<file path="src/next_lexicographic_permutation_core_macros.svh">
// ----------------------------------------------------------------------------
// next_lexicographic_permutation_core_macros
// assertion macros for the permutation core rtl
// ----------------------------------------------------------------------------
`ifndef NEXT_LEXICOGRAPHIC_PERMUTATION_CORE_MACROS_SVH
`define NEXT_LEXICOGRAPHIC_PERMUTATION_CORE_MACROS_SVH

// same-cycle implication, held off during reset
`define NLP_ASSERT_IMP(label, clk, rst_n, ante, cons, msg) \
    label: assert property (@(posedge clk) disable iff (!rst_n) (ante) |-> (cons)) \
        else $error(msg);

// next-cycle implication, held off during reset
`define NLP_ASSERT_NXT(label, clk, rst_n, ante, cons, msg) \
    label: assert property (@(posedge clk) disable iff (!rst_n) (ante) |=> (cons)) \
        else $error(msg);

`endif

</file>
<file path="src/nlp_pkg.sv">
// ----------------------------------------------------------------------------
// nlp_pkg
// shared constants, codes and types of the permutation core
// ----------------------------------------------------------------------------
package nlp_pkg;

    // store geometry
    localparam int MAX_LEN   = 16;
    localparam int IDX_W     = $clog2(MAX_LEN);
    localparam int LEN_W     = $clog2(MAX_LEN + 1);

    // fixed field widths
    localparam int DATA_W    = 8;
    localparam int POS_W     = 4;
    localparam int CFG_LEN_W = 5;

    // configuration port
    localparam int PADDR_W    = 3;
    localparam int PDATA_W    = 32;
    localparam int REG_LENGTH = 0;

    typedef enum logic {
        OP_LOAD = 1'b0,
        OP_STEP = 1'b1
    } t_op;

    typedef enum logic [3:0] {
        S_IDLE,
        S_FIND_RD,
        S_FIND_CMP,
        S_SUCC_RD,
        S_SUCC_CMP,
        S_SWAP_WR,
        S_REV_CHK,
        S_REV_RD_LO,
        S_REV_RD_HI,
        S_REV_WR_LO,
        S_REV_WR_HI,
        S_EMIT_RD,
        S_EMIT_OUT,
        S_EMIT_ZERO
    } t_state;

    // accepted request toward the sequencer
    typedef struct packed {
        logic              start;
        t_op               op;
        logic [POS_W-1:0]  position;
        logic [DATA_W-1:0] value;
    } t_cmd;

    // one emitted result from the sequencer
    typedef struct packed {
        logic              vld;
        logic [DATA_W-1:0] element;
        logic [POS_W-1:0]  out_position;
        logic              advanced;
        logic              last_element;
    } t_emit;

endpackage

</file>
<file path="src/nlp_if.sv">
// ----------------------------------------------------------------------------
// nlp_req_if / nlp_rsp_if
// valid/ready channels for requests and emitted results
// ----------------------------------------------------------------------------
interface nlp_req_if;
    import nlp_pkg::*;

    logic              valid;
    logic              ready;
    logic              op;
    logic [POS_W-1:0]  position;
    logic [DATA_W-1:0] value;

    modport source (output valid, op, position, value, input ready);
    modport sink   (input valid, op, position, value, output ready);
endinterface

interface nlp_rsp_if;
    import nlp_pkg::*;

    logic              valid;
    logic              ready;
    logic [DATA_W-1:0] element;
    logic [POS_W-1:0]  out_position;
    logic              advanced;
    logic              last_element;

    modport source (output valid, element, out_position, advanced, last_element, input ready);
    modport sink   (input valid, element, out_position, advanced, last_element, output ready);
endinterface

</file>
<file path="src/next_lexicographic_permutation_core.sv">
// ----------------------------------------------------------------------------
// next_lexicographic_permutation_core: next lexicographic permutation engine
// load request writes one byte; step on n >= 2 bytes swaps any rightmost ascent's pivot
// with its successor, reverses the suffix, then emits each result under output
// stalls; n < 2 just emits; no request is taken until the last result is handed off
// sync active-low reset clears the sequencer, length and output valid, not stored bytes
// ----------------------------------------------------------------------------
module next_lexicographic_permutation_core (
    input  logic                        i_clk,
    input  logic                        i_rst_n,
    nlp_req_if.sink                     i_req,
    nlp_rsp_if.source                   o_rsp,
    input  logic                        psel,
    input  logic                        penable,
    input  logic                        pwrite,
    input  logic [nlp_pkg::PADDR_W-1:0] paddr,
    input  logic [nlp_pkg::PDATA_W-1:0] pwdata,
    output logic [nlp_pkg::PDATA_W-1:0] prdata,
    output logic                        pready
);
    import nlp_pkg::*;

    // stored bytes stay undefined until loaded

    logic [CFG_LEN_W-1:0] r_len, n_len;
    logic                 r_ovalid, n_ovalid;
    t_emit                r_out, n_out;

    logic   seq_idle;
    logic   out_free;
    logic   sel_len;
    t_cmd   cmd;
    t_emit  emit;

    // configuration port
    assign pready  = 1'b1;
    assign sel_len = (int'(paddr[PADDR_W-1:2]) == REG_LENGTH);
    assign prdata  = sel_len ? PDATA_W'(r_len) : '0;

    always_comb begin
        n_len = r_len;
        if (psel && penable && pwrite && sel_len) begin
            n_len = pwdata[CFG_LEN_W-1:0];
        end
    end

    // request channel
    assign i_req.ready  = seq_idle;
    assign cmd.start    = i_req.valid && seq_idle;
    assign cmd.op       = t_op'(i_req.op);
    assign cmd.position = i_req.position;
    assign cmd.value    = i_req.value;

    nlp_seq u_seq (
        .i_clk      (i_clk),
        .i_rst_n    (i_rst_n),
        .i_cmd      (cmd),
        .i_len      (r_len),
        .i_out_free (out_free),
        .o_idle     (seq_idle),
        .o_emit     (emit)
    );

    // output register
    assign out_free = !r_ovalid || o_rsp.ready;

    always_comb begin
        n_ovalid = r_ovalid;
        n_out    = r_out;
        if (emit.vld) begin
            n_ovalid = 1'b1;
            n_out    = emit;
        end else if (o_rsp.ready) begin
            n_ovalid = 1'b0;
        end
    end

    assign o_rsp.valid        = r_ovalid;
    assign o_rsp.element      = r_out.element;
    assign o_rsp.out_position = r_out.out_position;
    assign o_rsp.advanced     = r_out.advanced;
    assign o_rsp.last_element = r_out.last_element;

    // control registers
    always_ff @(posedge i_clk) begin
        if (!i_rst_n) begin
            r_len    <= '0;
            r_ovalid <= 1'b0;
        end else begin
            r_len    <= n_len;
            r_ovalid <= n_ovalid;
        end
    end

    // result payload
    always_ff @(posedge i_clk) begin
        r_out <= n_out;
    end

endmodule

</file>
<file path="src/nlp_ram.sv">
// ----------------------------------------------------------------------------
// nlp_ram
// generic single-write, single-read ram with registered read data
// ----------------------------------------------------------------------------
module nlp_ram #(
    parameter int WIDTH = 8,
    parameter int DEPTH = 16
) (
    input  logic                       i_clk,
    input  logic                       i_we,
    input  logic [$clog2(DEPTH)-1:0]   i_waddr,
    input  logic [WIDTH-1:0]           i_wdata,
    input  logic [$clog2(DEPTH)-1:0]   i_raddr,
    output logic [WIDTH-1:0]           o_rdata
);

    logic [WIDTH-1:0] r_mem [DEPTH];
    logic [WIDTH-1:0] r_rdata;

    // write port
    always_ff @(posedge i_clk) begin
        if (i_we) begin
            r_mem[i_waddr] <= i_wdata;
        end
    end

    // registered read port
    always_ff @(posedge i_clk) begin
        r_rdata <= r_mem[i_raddr];
    end

    assign o_rdata = r_rdata;

endmodule

</file>
<file path="src/nlp_seq.sv">
// ----------------------------------------------------------------------------
// nlp_seq
// sequencer that steps the stored bytes through one shared comparator
// ----------------------------------------------------------------------------
`include "next_lexicographic_permutation_core_macros.svh"

module nlp_seq (
    input  logic                          i_clk,
    input  logic                          i_rst_n,
    input  nlp_pkg::t_cmd                 i_cmd,
    input  logic [nlp_pkg::CFG_LEN_W-1:0] i_len,
    input  logic                          i_out_free,
    output logic                          o_idle,
    output nlp_pkg::t_emit                o_emit
);
    import nlp_pkg::*;

    t_state            r_state, n_state;
    logic [IDX_W-1:0]  r_i, n_i;
    logic [IDX_W-1:0]  r_j, n_j;
    logic [IDX_W-1:0]  r_k, n_k;
    logic [IDX_W-1:0]  r_last, n_last;
    logic [DATA_W-1:0] r_hold, n_hold;
    logic              r_adv, n_adv;

    logic [LEN_W-1:0]  len_eff;
    logic              step_req;
    logic [DATA_W-1:0] cmp_a, cmp_b;
    logic              cmp_lt;
    logic              ram_we;
    logic [IDX_W-1:0]  ram_waddr, ram_raddr;
    logic [DATA_W-1:0] ram_wdata, ram_rdata;

    // sequence store
    nlp_ram #(
        .WIDTH (DATA_W),
        .DEPTH (MAX_LEN)
    ) u_store (
        .i_clk   (i_clk),
        .i_we    (ram_we),
        .i_waddr (ram_waddr),
        .i_wdata (ram_wdata),
        .i_raddr (ram_raddr),
        .o_rdata (ram_rdata)
    );

    // length clamped to the store size
    always_comb begin
        if (int'(i_len) > MAX_LEN) begin
            len_eff = LEN_W'(MAX_LEN);
        end else begin
            len_eff = LEN_W'(i_len);
        end
    end

    assign step_req = i_cmd.start && (i_cmd.op == OP_STEP);
    assign o_idle   = (r_state == S_IDLE);

    // shared byte comparator
    always_comb begin
        if (r_state == S_SUCC_CMP) begin
            cmp_a = r_hold;
            cmp_b = ram_rdata;
        end else begin
            cmp_a = ram_rdata;
            cmp_b = r_hold;
        end
    end

    assign cmp_lt = (cmp_a < cmp_b);

    // next state
    always_comb begin
        n_state = r_state;
        case (r_state)
            S_IDLE: begin
                if (step_req) begin
                    if (len_eff == '0) begin
                        n_state = S_EMIT_ZERO;
                    end else if (len_eff == LEN_W'(1)) begin
                        n_state = S_EMIT_RD;
                    end else begin
                        n_state = S_FIND_RD;
                    end
                end
            end
            S_FIND_RD:   n_state = S_FIND_CMP;
            S_FIND_CMP: begin
                if (r_i == r_last) begin
                    n_state = S_FIND_RD;
                end else if (cmp_lt) begin
                    n_state = S_SUCC_RD;
                end else if (r_i == '0) begin
                    n_state = S_REV_CHK;
                end else begin
                    n_state = S_FIND_RD;
                end
            end
            S_SUCC_RD:   n_state = S_SUCC_CMP;
            S_SUCC_CMP: begin
                n_state = cmp_lt ? S_SWAP_WR : S_SUCC_RD;
            end
            S_SWAP_WR:   n_state = S_REV_CHK;
            S_REV_CHK: begin
                n_state = (r_i < r_j) ? S_REV_RD_LO : S_EMIT_RD;
            end
            S_REV_RD_LO: n_state = S_REV_RD_HI;
            S_REV_RD_HI: n_state = S_REV_WR_LO;
            S_REV_WR_LO: n_state = S_REV_WR_HI;
            S_REV_WR_HI: n_state = S_REV_CHK;
            S_EMIT_RD:   n_state = S_EMIT_OUT;
            S_EMIT_OUT: begin
                if (i_out_free) begin
                    n_state = (r_i == r_last) ? S_IDLE : S_EMIT_RD;
                end
            end
            S_EMIT_ZERO: begin
                if (i_out_free) begin
                    n_state = S_IDLE;
                end
            end
            default:     n_state = S_IDLE;
        endcase
    end

    // datapath, store access and result output
    always_comb begin
        n_i       = r_i;
        n_j       = r_j;
        n_k       = r_k;
        n_last    = r_last;
        n_hold    = r_hold;
        n_adv     = r_adv;
        ram_we    = 1'b0;
        ram_waddr = r_i;
        ram_wdata = ram_rdata;
        ram_raddr = r_i;
        o_emit    = '0;
        case (r_state)
            S_IDLE: begin
                if (i_cmd.start && (i_cmd.op == OP_LOAD)) begin
                    ram_we    = (int'(i_cmd.position) < MAX_LEN);
                    ram_waddr = IDX_W'(i_cmd.position);
                    ram_wdata = i_cmd.value;
                end
                if (step_req) begin
                    n_last = IDX_W'(len_eff - LEN_W'(1));
                    n_i    = IDX_W'(len_eff - LEN_W'(1));
                    n_adv  = 1'b0;
                end
            end
            S_FIND_RD: begin
                ram_raddr = r_i;
            end
            // scan right to left for the rightmost ascent
            S_FIND_CMP: begin
                n_hold = ram_rdata;
                if (r_i == r_last) begin
                    n_i = r_i - IDX_W'(1);
                end else if (cmp_lt) begin
                    n_k = r_i;
                    n_j = r_last;
                end else if (r_i == '0) begin
                    n_i = '0;
                    n_j = r_last;
                end else begin
                    n_i = r_i - IDX_W'(1);
                end
            end
            S_SUCC_RD: begin
                ram_raddr = r_j;
            end
            // rightmost byte above the pivot, first half of the swap
            S_SUCC_CMP: begin
                ram_raddr = r_j;
                if (cmp_lt) begin
                    ram_we    = 1'b1;
                    ram_waddr = r_k;
                    ram_wdata = ram_rdata;
                end else begin
                    n_j = r_j - IDX_W'(1);
                end
            end
            S_SWAP_WR: begin
                ram_we    = 1'b1;
                ram_waddr = r_j;
                ram_wdata = r_hold;
                n_adv     = 1'b1;
                n_i       = r_k + IDX_W'(1);
                n_j       = r_last;
            end
            // suffix reversal, one pair at a time
            S_REV_CHK: begin
                if (!(r_i < r_j)) begin
                    n_i = '0;
                end
            end
            S_REV_RD_LO: begin
                ram_raddr = r_i;
            end
            S_REV_RD_HI: begin
                ram_raddr = r_j;
                n_hold    = ram_rdata;
            end
            S_REV_WR_LO: begin
                ram_we    = 1'b1;
                ram_waddr = r_i;
                ram_wdata = ram_rdata;
            end
            S_REV_WR_HI: begin
                ram_we    = 1'b1;
                ram_waddr = r_j;
                ram_wdata = r_hold;
                n_i       = r_i + IDX_W'(1);
                n_j       = r_j - IDX_W'(1);
            end
            S_EMIT_RD: begin
                ram_raddr = r_i;
            end
            // hand one element to the output register
            S_EMIT_OUT: begin
                ram_raddr = r_i;
                if (i_out_free) begin
                    o_emit.vld          = 1'b1;
                    o_emit.element      = ram_rdata;
                    o_emit.out_position = POS_W'(r_i);
                    o_emit.advanced     = r_adv;
                    o_emit.last_element = (r_i == r_last);
                    if (r_i != r_last) begin
                        n_i = r_i + IDX_W'(1);
                    end
                end
            end
            S_EMIT_ZERO: begin
                if (i_out_free) begin
                    o_emit.vld          = 1'b1;
                    o_emit.last_element = 1'b1;
                end
            end
            default: begin
                n_i = r_i;
            end
        endcase
    end

    // control state
    always_ff @(posedge i_clk) begin
        if (!i_rst_n) begin
            r_state <= S_IDLE;
        end else begin
            r_state <= n_state;
        end
    end

    // working registers
    always_ff @(posedge i_clk) begin
        r_i    <= n_i;
        r_j    <= n_j;
        r_k    <= n_k;
        r_last <= n_last;
        r_hold <= n_hold;
        r_adv  <= n_adv;
    end

    `NLP_ASSERT_IMP(a_emit_idx, i_clk, i_rst_n, (r_state == S_EMIT_OUT), (r_i <= r_last), "emit index past sequence end")
    `NLP_ASSERT_IMP(a_emit_free, i_clk, i_rst_n, o_emit.vld, i_out_free, "result emitted into a full output register")
    `NLP_ASSERT_IMP(a_rev_order, i_clk, i_rst_n, (r_state == S_REV_WR_HI), (r_i < r_j), "reversal pair out of order")
    `NLP_ASSERT_IMP(a_swap_pos, i_clk, i_rst_n, (r_state == S_SWAP_WR), (r_k < r_j), "swap partner not right of pivot")
    `NLP_ASSERT_NXT(a_step_busy, i_clk, i_rst_n, ((r_state == S_IDLE) && step_req), (r_state != S_IDLE), "step request did not start")

endmodule
</file>
<file path="src/flat_wrapper.sv">
// flat-port wrapper written by rule: the top's interface ports become plain ports
module next_lexicographic_permutation_core_flat import nlp_pkg::*;
  (i_clk, i_rst_n, psel, penable, pwrite, paddr, pwdata, prdata, pready, i_req_valid, i_req_op, i_req_position, i_req_value, i_req_ready, o_rsp_valid, o_rsp_element, o_rsp_out_position, o_rsp_advanced, o_rsp_last_element, o_rsp_ready);
  nlp_req_if i_req_i ();
  nlp_rsp_if o_rsp_i ();
  input  logic i_clk;
  input  logic i_rst_n;
  input  logic psel;
  input  logic penable;
  input  logic pwrite;
  input  logic [nlp_pkg::PADDR_W-1:0] paddr;
  input  logic [nlp_pkg::PDATA_W-1:0] pwdata;
  output logic [nlp_pkg::PDATA_W-1:0] prdata;
  output logic pready;
  input wire logic [$bits(i_req_i.valid)-1:0] i_req_valid;
  input wire logic [$bits(i_req_i.op)-1:0] i_req_op;
  input wire logic [$bits(i_req_i.position)-1:0] i_req_position;
  input wire logic [$bits(i_req_i.value)-1:0] i_req_value;
  output wire logic [$bits(i_req_i.ready)-1:0] i_req_ready;
  output wire logic [$bits(o_rsp_i.valid)-1:0] o_rsp_valid;
  output wire logic [$bits(o_rsp_i.element)-1:0] o_rsp_element;
  output wire logic [$bits(o_rsp_i.out_position)-1:0] o_rsp_out_position;
  output wire logic [$bits(o_rsp_i.advanced)-1:0] o_rsp_advanced;
  output wire logic [$bits(o_rsp_i.last_element)-1:0] o_rsp_last_element;
  input wire logic [$bits(o_rsp_i.ready)-1:0] o_rsp_ready;
  assign i_req_i.valid = i_req_valid;
  assign i_req_i.op = i_req_op;
  assign i_req_i.position = i_req_position;
  assign i_req_i.value = i_req_value;
  assign i_req_ready = i_req_i.ready;
  assign o_rsp_valid = o_rsp_i.valid;
  assign o_rsp_element = o_rsp_i.element;
  assign o_rsp_out_position = o_rsp_i.out_position;
  assign o_rsp_advanced = o_rsp_i.advanced;
  assign o_rsp_last_element = o_rsp_i.last_element;
  assign o_rsp_i.ready = o_rsp_ready;
  next_lexicographic_permutation_core u_core (.i_clk(i_clk), .i_rst_n(i_rst_n), .i_req(i_req_i), .o_rsp(o_rsp_i), .psel(psel), .penable(penable), .pwrite(pwrite), .paddr(paddr), .pwdata(pwdata), .prdata(prdata), .pready(pready));
endmodule
</file>
<file path="config.mk">
export PLATFORM = sky130hd
export DESIGN_NAME = next_lexicographic_permutation_core_flat
export DESIGN_NICKNAME = d
export VERILOG_FILES = /design/src/nlp_pkg.sv /design/src/nlp_if.sv /design/src/next_lexicographic_permutation_core.sv /design/src/nlp_ram.sv /design/src/nlp_seq.sv /design/src/flat_wrapper.sv
export VERILOG_INCLUDE_DIRS = /design/src /design/src/src
export SDC_FILE = /design/constraint.sdc
export NUM_CORES = 1
export LEC_CHECK = 0
export BUFFER_PORTS_ARGS = -buffer_cell sky130_fd_sc_hd__clkbuf_2
export CELL_PAD_IN_SITES_DETAIL_PLACEMENT = 2
export CELL_PAD_IN_SITES_GLOBAL_PLACEMENT = 2
export CORE_ASPECT_RATIO = 1.25
export CORE_MARGIN = 8
export CORE_UTILIZATION = 44
export CTS_CLUSTER_DIAMETER = 100
export DETAILED_ROUTE_END_ITERATION = 12
export PLACE_DENSITY_LB_ADDON = 0.1
export REMOVE_ABC_BUFFERS = 1
export SYNTH_ARGS = -nofsm -noshare
export SYNTH_HDL_FRONTEND = slang
export SYNTH_HIERARCHICAL = 1
export SYNTH_SLANG_ARGS = --single-unit
</file>
<file path="constraint.sdc">
create_clock -name i_clk -period 9.94 [get_ports i_clk]
set_input_delay 2.485 -clock i_clk [delete_from_list [all_inputs] [get_ports i_clk]]
set_output_delay 2.485 -clock i_clk [all_outputs]
set_load 0.01 [all_outputs]
</file>
# Yosys cells after proc, flatten, opt, wreduce, memory -nomap -nowiden
# Memory sizes are Yosys's and may differ from the RTL's. A register that Yosys moved wholly into a read port is not among the register bits.
# Cells that the tools add are included.
dict set report word_totals {
  mem_bits_rw 128
  word_cells 124
  mem_count 1
  inputBits 55
  reg_bits 49
}
dict set report op_classes {
  mux 48
  n_addsub 5
  order_cmp 3
  n_bitwise 3
  n_eq_ne 25
  reduce_logical 26
}
# name words word_bits rd rd_clocked_by_memory_dff write_ports line_no
set mem_list {}
lappend mem_list {u_core.u_seq.u_store.r_mem 16 8 1 1 1 nlp_ram.sv:17} ;# logic [WIDTH-1:0] r_mem [DEPTH];
# cell n
set op_table {}
lappend op_table {{two-way mux 4 bit} 21}
lappend op_table {{one-hot mux 4 bit (13 select lines)} 1}
lappend op_table {{== test 4 bit, second input constant} 6}
lappend op_table {{two-way mux 8 bit} 3}
lappend op_table {{one-hot mux 4 bit (6 select lines)} 1}
lappend op_table {{== test 4 x 3 -> 1 bit, second input constant} 4}
lappend op_table {{one-hot mux 4 bit (4 select lines)} 1}
lappend op_table {{one-hot mux 8 bit (2 select lines)} 1}
lappend op_table {{two-way mux 15 bit} 1}
lappend op_table {{two-way mux 3 bit} 4}
lappend op_table {{one-hot mux 4 bit (3 select lines)} 1}
lappend op_table {{subtractor 4 x 1 -> 4 bit, second input constant} 3}
lappend op_table {{two-way mux 5 bit} 2}
lappend op_table {{!= test 2 bit, second input constant} 5}
lappend op_table {{adder 4 x 1 -> 4 bit, second input constant} 2}
lappend op_table {{== test 4 x 2 -> 1 bit, second input constant} 2}
lappend op_table {{logical NOT 4 bit} 2}
lappend op_table {{less-than comparator 8 bit} 1}
lappend op_table {{two-way mux 1 bit} 8}
lappend op_table {{logical AND 1 bit} 6}
lappend op_table {{!= test 3 bit, second input constant} 2}
lappend op_table {{one-hot mux 1 bit (2 select lines)} 3}
lappend op_table {{AND reduction 2 bit} 3}
lappend op_table {{AND reduction 3 bit} 2}
lappend op_table {{19 further kinds} 25}

# Depth between registers and ports, before layout
# Gate-level depths: netlist of run 1.
dict set report depth {
  ltp_word 7
  mapped_depth 12
  depth_no_buf 10
}

# By module
# Netlist of run 1, hierarchy kept.
# module n_inst cells_per_inst seq_area_each_um2 area_per_inst_um2
set by_module_without_submodules {}
lappend by_module_without_submodules {nlp_ram 1 229 4003.8 5147.4}
lappend by_module_without_submodules {nlp_seq 1 318 830.8 2601.2}
lappend by_module_without_submodules {next_lexicographic_permutation_core 1 77 540.5 939.7}

# Worst setup path after synthesis of run 1
# No wires, ideal clock.
dict set report synth_timing {
  path_type {in2out}
  start {input paddr[2] (netlist bit)}
  end {output prdata[0] (netlist bit)}
  n_path_buf 0
  setup_slack_ns 4.758
  arrival_time_ns 2.697
  cell_stages 1
  t_required_ns 7.455
  path_cell_list {and2b_2}
}
dict set report synth_between {
  elab_chain_cells 1
}
# element line_no
set synth_rtl {}
lappend synth_rtl {{from (decl)} flat_wrapper.sv:11} ;# input logic [nlp_pkg::PADDR_W-1:0] paddr;
lappend synth_rtl {{two-way mux 5 bit} next_lexicographic_permutation_core.sv:38} ;# assign prdata = sel_len ? PDATA_W'(r_len) : '0;
lappend synth_rtl {{to (decl)} flat_wrapper.sv:13} ;# output logic [nlp_pkg::PDATA_W-1:0] prdata;
# No other way between the ends.

# Worst setup path in the final report of run 1
dict set report layout_timing {
  start {input paddr[2] (netlist bit)}
  end {output prdata[1] (netlist bit)}
}
# Same word-level chain as after synthesis.

==> run summary, run 1 <==
* result of the run: complete, no violations
* Initial Util: 44.8%
* busiest grt layer: met2
* Critical Path Sink Type: primary output
* clock tree from TritonCTS: done
* kind of launch point of the worst setup path: input pin
* utilization of the core after routing: 49.8%
* post-route clock period utilization: 54.6%
* Min Hold Slack: 0.518 ns
* reported leakage power: 3.44 nW
* gpl congestion: 0.799
* layout overhead on the synthesized area: 11.1%
* first drt pass iteration count: 5
* classification of the worst-slack hold path: reg -> reg
* number of global-route vias before repair: 5866
* proportion of netlist area held by the largest area contributor: 57.7%
* Die X: 142 µm
* Area after DPL: 9030 µm²
* number of cells upsized or downsized after cts: 0
* worst-case reg-to-reg path depth: 9
* area taken by multi-input logic gates: 2960 µm²
* max_slew headroom: 24.1%
* maximum buffer depth of the clock tree: 2
* Layout Cell Area excl Fill: 9650 µm²
* unrepaired setup endpoints after global routing: false
* maximum clock skew at final layout: 0.0117 ns
* Worst Path Required: 7.46 ns
* Worst R2R Setup Slack: 5.15 ns
* # clock sinks: 185
* First DRT Iteration DRCs: 290
* top-level I/O count: 104
* count of antenna-violating nets left after detailed routing: 0
* total inserted antenna cells: 0
* total setup violations reported at the end of the flow: 0
* wire length of the first global-routing pass: 35.6 mm
* cts-stage hold buffer count: 0
* Peak Freq: 0.184 GHz
* sequential cell area fraction in the yosys report: 61.9%
* buffer type at the clock tree root: sky130_fd_sc_hd__clkbuf_16
* capture point of the worst reg-to-reg path: u_core/u_seq/u_store/r_mem[3][7]
* Setup CP Type: in -> out
* row count: 57
* biggest area consumer among synthesized cells: sky130_fd_sc_hd__edfxtp_1
* count of flip-flops with a built-in enable after synthesis: 167
* area enclosed by the die boundary: 24500 µm²
* Hold Path Stages: 2
* total power density per cell area: 337 nW/µm²
* cell count after synthesis: 624
* HPWL after DPL: 16.4 mm
* met2 routing resource usage after global routing: 35.5%
* maximum number of pins on one net before global-route repair: 33
* fill cell instance count of the final layout: 1871
* post-place setup slack: 4.27 ns
* net count of the finished layout: 729
* worst IR drop on VDD: 182 µV
* share of layout cells above drive strength 1: 17.3%
* average vias per placed instance: 5.58
* Port Buffer Count: 46
* destination of the worst hold path: u_core/r_len[0]
* Storage cell area: 5380 µm²
* Worst Slack Setup Final: 4.51 ns
* count of unique library cells instantiated by Yosys: 63
* clock buffer count from CTS: 17
* Mapped Avg Cell Area: 13.9 µm²
* final period demand of the worst path: 5.43 ns
* setup TNS: 0 ns
* per-cell routed wire length: 24.5 µm
* netlist area before placement: 8690 µm²
* post-synthesis sequential element count: 185
* YS warnings: 6
* met1 usage: 21.8%
* Arr. time, crit path: 2.94 ns
* share of synthesized flip-flops with an asynchronous set or reset: 0%
* Post-CTS Setup Inserts: 0
* top-count cell post-synth: sky130_fd_sc_hd__edfxtp_1
* total wire length: 23.1 mm
* R2R Path Start: u_core/u_seq/r_state[0]
* Total GRT Usage: 19.5%
* Min-Delay Startpoint: u_core/r_len[0]
* worst-path fanout max: 6
* number of H-tree levels: 4
* clock slew at the register clock pins of the worst setup and hold paths: 0.08 ns
* antenna violations before repair: 0
* detailed-route DRC error count: 0
* GR Overflow Total: 0
* cell types with the highest counts after synthesis: 167 x sky130_fd_sc_hd__edfxtp_1, 53 x sky130_fd_sc_hd__nand2_1, 36 x sky130_fd_sc_hd__nor2_1, 29 x sky130_fd_sc_hd__buf_4
* count of final hold-check violations: 0
* slew of the pin with the lowest slew margin: 1.13 ns
* number of vias in the routed layout: 5258
* Die H: 173 µm
* met3 routing resource usage after global routing: 4.02%
* insertion delay of the later-clocked pin in the worst-skew pair: 0.43 ns
* max-cap violation count: 0
* dominant synthesized flop cell: sky130_fd_sc_hd__edfxtp_1
* max-slew violations: 0
* Synth area leaders: sky130_fd_sc_hd__edfxtp_1 58%, sky130_fd_sc_hd__mux4_2 4.7%, sky130_fd_sc_hd__mux4_1 4.2%, sky130_fd_sc_hd__dfxtp_1 4.1%, sky130_fd_sc_hd__buf_4 2.5%
* Floorplan Core Area: 19400 µm²
[flip-flops by register name, indices dropped and copies added, names as in the netlist, 5 cells and up]
signal	count
u_core/u_seq/r_hold	8
u_core/r_len	5
u_core/u_seq/u_store/o_rdata	8
u_core/o_rsp.element	8
u_core/u_seq/u_store/r_mem	128
[critical path, cell delays in order]
cell	delay, ns
sky130_fd_sc_hd__clkbuf_2	0.12
sky130_fd_sc_hd__and2b_2	0.22
sky130_fd_sc_hd__clkbuf_2	0.12
[layer usage]
metal / part of all wire (%) / vias to the layer above
met5: 0 / -
li1: - / 2406
met4: 2.5 / 0
met2: 54 / 105
met3: 3.4 / 31
met1: 40 / 2716
[area by class of cell]
class | count | area share [%]
inverters | 23 | 0.894
clock inverters | 15 | 1.98
repair buffers | 53 | 2.93
well taps | 265 | 3.44
multi-input cells | 385 | 30.7
clock buffers | 17 | 4.41
flip-flops and latches | 185 | 55.7
[power by group]
group	total (mW)	internal (mW)	leakage, nW	switching [mW]
Sequential	1.25	1.13	1.65	0.122
Combinational	1.31	0.467	1.49	0.839
Clock	0.689	0.346	0.299	0.343
Total	3.25	1.94	3.44	1.30
[stage by stage]
step           std cells  power, mW
2_1_floorplan        593       2.10
3_3_place_gp         911       2.48
3_5_place_dp         911       2.57
4_1_cts              943       3.29
5_1_grt              943       3.41
6_report             943       3.25
[logic make-up (layout without fill, tap and decap cells)]
| group | after synthesis | after routing | synth area share, % |
|---|---|---|---|
| flops | 185 | 185 | 61.9 |
| simple gates | 184 | 184 | 10.8 |
| compound gates | 98 | 98 | 7.96 |
| buf+inv | 80 | 108 | 5.37 |
| mux | 41 | 41 | 9.95 |
| xor+xnor | 18 | 18 | 1.81 |
| fa+ha+maj | 16 | 16 | 2.10 |
| other cells | 2 | 28 | 0.0864 |
[cell usage in the layout, fill, tap and decap left out, types with 18 or more instances in the layout]
master,count
sky130_fd_sc_hd__a22oi_1,23
sky130_fd_sc_hd__clkbuf_2,46
sky130_fd_sc_hd__conb_1,28
sky130_fd_sc_hd__dfxtp_1,18
sky130_fd_sc_hd__edfxtp_1,167
sky130_fd_sc_hd__inv_1,23
sky130_fd_sc_hd__mux4_2,18
sky130_fd_sc_hd__nand2_1,53
sky130_fd_sc_hd__nor2_1,36
[worst max path at each step]
stage / from / to / slack, ns / depth (start not counted)
final: paddr[2] / prdata[1] / 4.51 / 3
after global routing: paddr[2] / prdata[2] / 4.47 / 3
after CTS: paddr[2] / prdata[1] / 4.50 / 3
after detailed placement: i_req_valid / u_core/u_seq/u_store/r_mem[3][2] / 4.27 / 8
after global placement: i_req_valid / u_core/u_seq/u_store/r_mem[1][0] / 4.40 / 9
after floorplan: u_core/u_seq/r_state[1] / u_core/u_seq/u_store/o_rdata[0] / 4.28 / 6
Note: power is estimated with default switching activity, not from simulation.
==> run 2, diff against run 1 <==
CORE_UTILIZATION = 37   (was 44)
clock period = 4.6 ns   (was 9.94 ns; I/O delays follow)
==> run 2 against run 1 <==
Net effect: clock power grew 110%; count of clock-buffer cells in the layout is the same; sequential power grew 120%; critical path type is now reg -> reg.
==> run summary, run 2 (synthesized netlist as in run 1, its figures left out) <==
* result of the run: complete, no violations, unchanged
* per-cell routed wire length: 24.1 µm, was 24.5 µm
* post-route clock period utilization: 86.5%
* number of H-tree levels: 4, unchanged
* utilization of the core after routing: 42.5%, was 49.8%
* worst-path fanout max: 16, was 6
* wire length of the first global-routing pass: 36.1 mm, was 35.6 mm
* final period demand of the worst path: 3.98 ns
* classification of the worst-slack hold path: reg -> reg, unchanged
* Port Buffer Count: 46, unchanged
* number of vias in the routed layout: 5258, unchanged
* maximum number of pins on one net before global-route repair: 33, unchanged
* first drt pass iteration count: 4, was 5
* Worst Slack Setup Final: 0.622 ns, was 4.51 ns
* most common library cell in the layout ignoring fill and taps: sky130_fd_sc_hd__edfxtp_1, unchanged
* unrepaired setup endpoints after global routing: false, unchanged
* area enclosed by the die boundary: 28700 µm², was 24500 µm²
* GR Overflow Total: 0, unchanged
* max-slew violations: 0, unchanged
* reported leakage power: 3.51 nW, was 3.44 nW
* Peak Freq: 0.251 GHz
* count of antenna-violating nets left after detailed routing: 0, unchanged
* flip-flop count of the largest register, all copies and words added: 128, unchanged
* Min-Delay Startpoint: u_core/r_len[0], unchanged
* worst-case reg-to-reg path depth: 11, was 9
* total power density per cell area: 718 nW/µm², was 337 nW/µm²
* net count of the finished layout: 742, was 729
* destination of the worst hold path: u_core/r_len[0], unchanged
* Post-CTS Setup Inserts: 0, unchanged
* Die X: 153 µm, was 142 µm
* clock tree from TritonCTS: done, unchanged
* HPWL after DPL: 17.2 mm, was 16.4 mm
* Floorplan Core Area: 23000 µm², was 19400 µm²
* antenna violations before repair: 0, unchanged
* top-level I/O count: 104, unchanged
* detailed-route DRC error count: 0, unchanged
* fill cell instance count of the final layout: 2282, was 1871
* cts-stage hold buffer count: 0, unchanged
* Initial Util: 37.7%, was 44.8%
* # clock sinks: 185, unchanged
* number of global-route vias before repair: 5993, was 5866
* insertion delay of the later-clocked pin in the worst-skew pair: 0.43 ns, about the same
* setup TNS: 0 ns, unchanged
* Die H: 187 µm, was 173 µm
* buffer type at the clock tree root: sky130_fd_sc_hd__clkbuf_16, unchanged
* most frequent cells in the layout: 167 x sky130_fd_sc_hd__edfxtp_1, 53 x sky130_fd_sc_hd__nand2_1, 46 x sky130_fd_sc_hd__clkbuf_2, 36 x sky130_fd_sc_hd__nor2_1, 28 x sky130_fd_sc_hd__conb_1, unchanged
* kind of launch point of the worst setup path: flop, was input pin
* clock buffer count from CTS: 17, unchanged
* layout overhead on the synthesized area: 12.6%, was 11.1%
* max_slew headroom: 20.8%, was 24.1%
* count of final hold-check violations: 0, unchanged
* row count: 62, was 57
* Total GRT Usage: 16.7%, was 19.5%
* Worst Path Required: 4.66 ns, was 7.46 ns
* worst IR drop on VDD: 284 µV, was 182 µV
* total inserted antenna cells: 0, unchanged
* cell chain of the critical path: or4_1, inv_1, and2_1, nor2b_1, buf_4, nor2_1, a21oi_1, o22ai_1, a221o_1, nand2b_1, nor2_1, was clkbuf_2, and2b_2, clkbuf_2
* share of layout cells above drive strength 1: 18.8%, was 17.3%
* capture point of the worst reg-to-reg path: u_core/u_seq/u_store/r_mem[14][7], was u_core/u_seq/u_store/r_mem[3][7]
* gpl congestion: 0.834, was 0.799
* maximum buffer depth of the clock tree: 2, unchanged
* number of cells upsized or downsized after cts: 0, unchanged
* Hold Path Stages: 2, unchanged
* most prevalent standard cell on the critical path: sky130_fd_sc_hd__nor2_1, was sky130_fd_sc_hd__clkbuf_2
* Min Hold Slack: 0.514 ns, was 0.518 ns
* biggest cell delay along the critical path: 0.76 ns, was 0.22 ns
* Arr. time, crit path: 4.04 ns, was 2.94 ns
* Power, Total: 7.02 mW, was 3.25 mW
* max-cap violation count: 0, unchanged
* standard cell with the maximum stage delay on the critical path: sky130_fd_sc_hd__or4_1, was sky130_fd_sc_hd__and2b_2
* slew of the pin with the lowest slew margin: 1.16 ns, was 1.13 ns
* total setup violations reported at the end of the flow: 0, unchanged
* clock slew at the register clock pins of the worst setup and hold paths: 0.08 ns, about the same
* R2R Path Start: u_core/u_seq/r_state[2], was u_core/u_seq/r_state[0]
* Critical Path Sink Type: flop, was primary output
* Setup CP Type: reg -> reg, was in -> out
* total wire length: 23.6 mm, was 23.1 mm
* maximum clock skew at final layout: 0.0227 ns, was 0.0117 ns
* register with the most flip-flops: u_core/u_seq/u_store/r_mem, unchanged
* Worst R2R Setup Slack: 0.62 ns, was 5.15 ns
* First DRT Iteration DRCs: 294, was 290
* post-place setup slack: 0.590 ns, was 4.27 ns
* average vias per placed instance: 5.37, was 5.58
[run 2: cell types whose count changed in the layout (fill, tap and decap cells not counted), sizes merged]
cell      previous run  this run
clkinv               7         9
inv                 31        28
clkinvlp             0         1
buf                  7        20
[run 2: stage by stage]
step	cells	instance area [µm²]
2_1_floorplan	593	8410
3_3_place_gp	947	9160
3_5_place_dp	947	9160
4_1_cts	979	9780
5_1_grt	979	9780
6_report	979	9780
[run 2: critical path: cells and delay by family (launching register included)]
family | cells | cell delay [ns]
AOI/OAI and AO/OA | 3 | 0.68
buffers and inverters | 2 | 0.42
DFF | 1 | 0.48
and+or+nand+nor | 6 | 2.03
[run 2: worst max path at each step]
stage,startpoint,end,cells after the start
2_1_floorplan,u_core/u_seq/r_state[1],u_core/u_seq/u_store/o_rdata[0],6
4_1_cts,u_core/u_seq/r_state[2],u_core/u_seq/u_store/r_mem[14][4],11
6_report,u_core/u_seq/r_state[2],u_core/u_seq/u_store/r_mem[14][7],11
3_5_place_dp,u_core/u_seq/r_state[2],u_core/u_seq/u_store/r_mem[14][3],11
5_1_grt,u_core/u_seq/r_state[2],u_core/u_seq/u_store/r_mem[14][4],11
3_3_place_gp,u_core/u_seq/r_state[2],u_core/u_seq/u_store/r_mem[14][7],11
[run 2: cell type report]
type	count	area [µm²]	share of cell area, %
Clock inverter	15	195	2.00
Sequential cell	185	5380	55.0
Inverter	23	86.3	0.883
Multi-Input combinational cell	385	2960	30.3
Timing Repair Buffer	66	380	3.89
Tap cell	288	360	3.68
Clock buffer	17	425	4.35
[run 2: power breakdown]
part	leakage (nW)	internal [mW]	switching, mW	total (mW)
sequential	1.65	2.44	0.253	2.70
clock	0.295	0.744	0.741	1.48
combinational	1.57	1.04	1.81	2.84
total	3.51	4.22	2.80	7.02
[run 2: per-layer routing]
metal	wire length [µm]	up-vias	GRT usage (%)
met5	0	-	0
met4	635	0	7.09
met3	629	28	2.64
met2	13200	95	32.3
met1	9100	2713	17.3
li1	-	2422	-
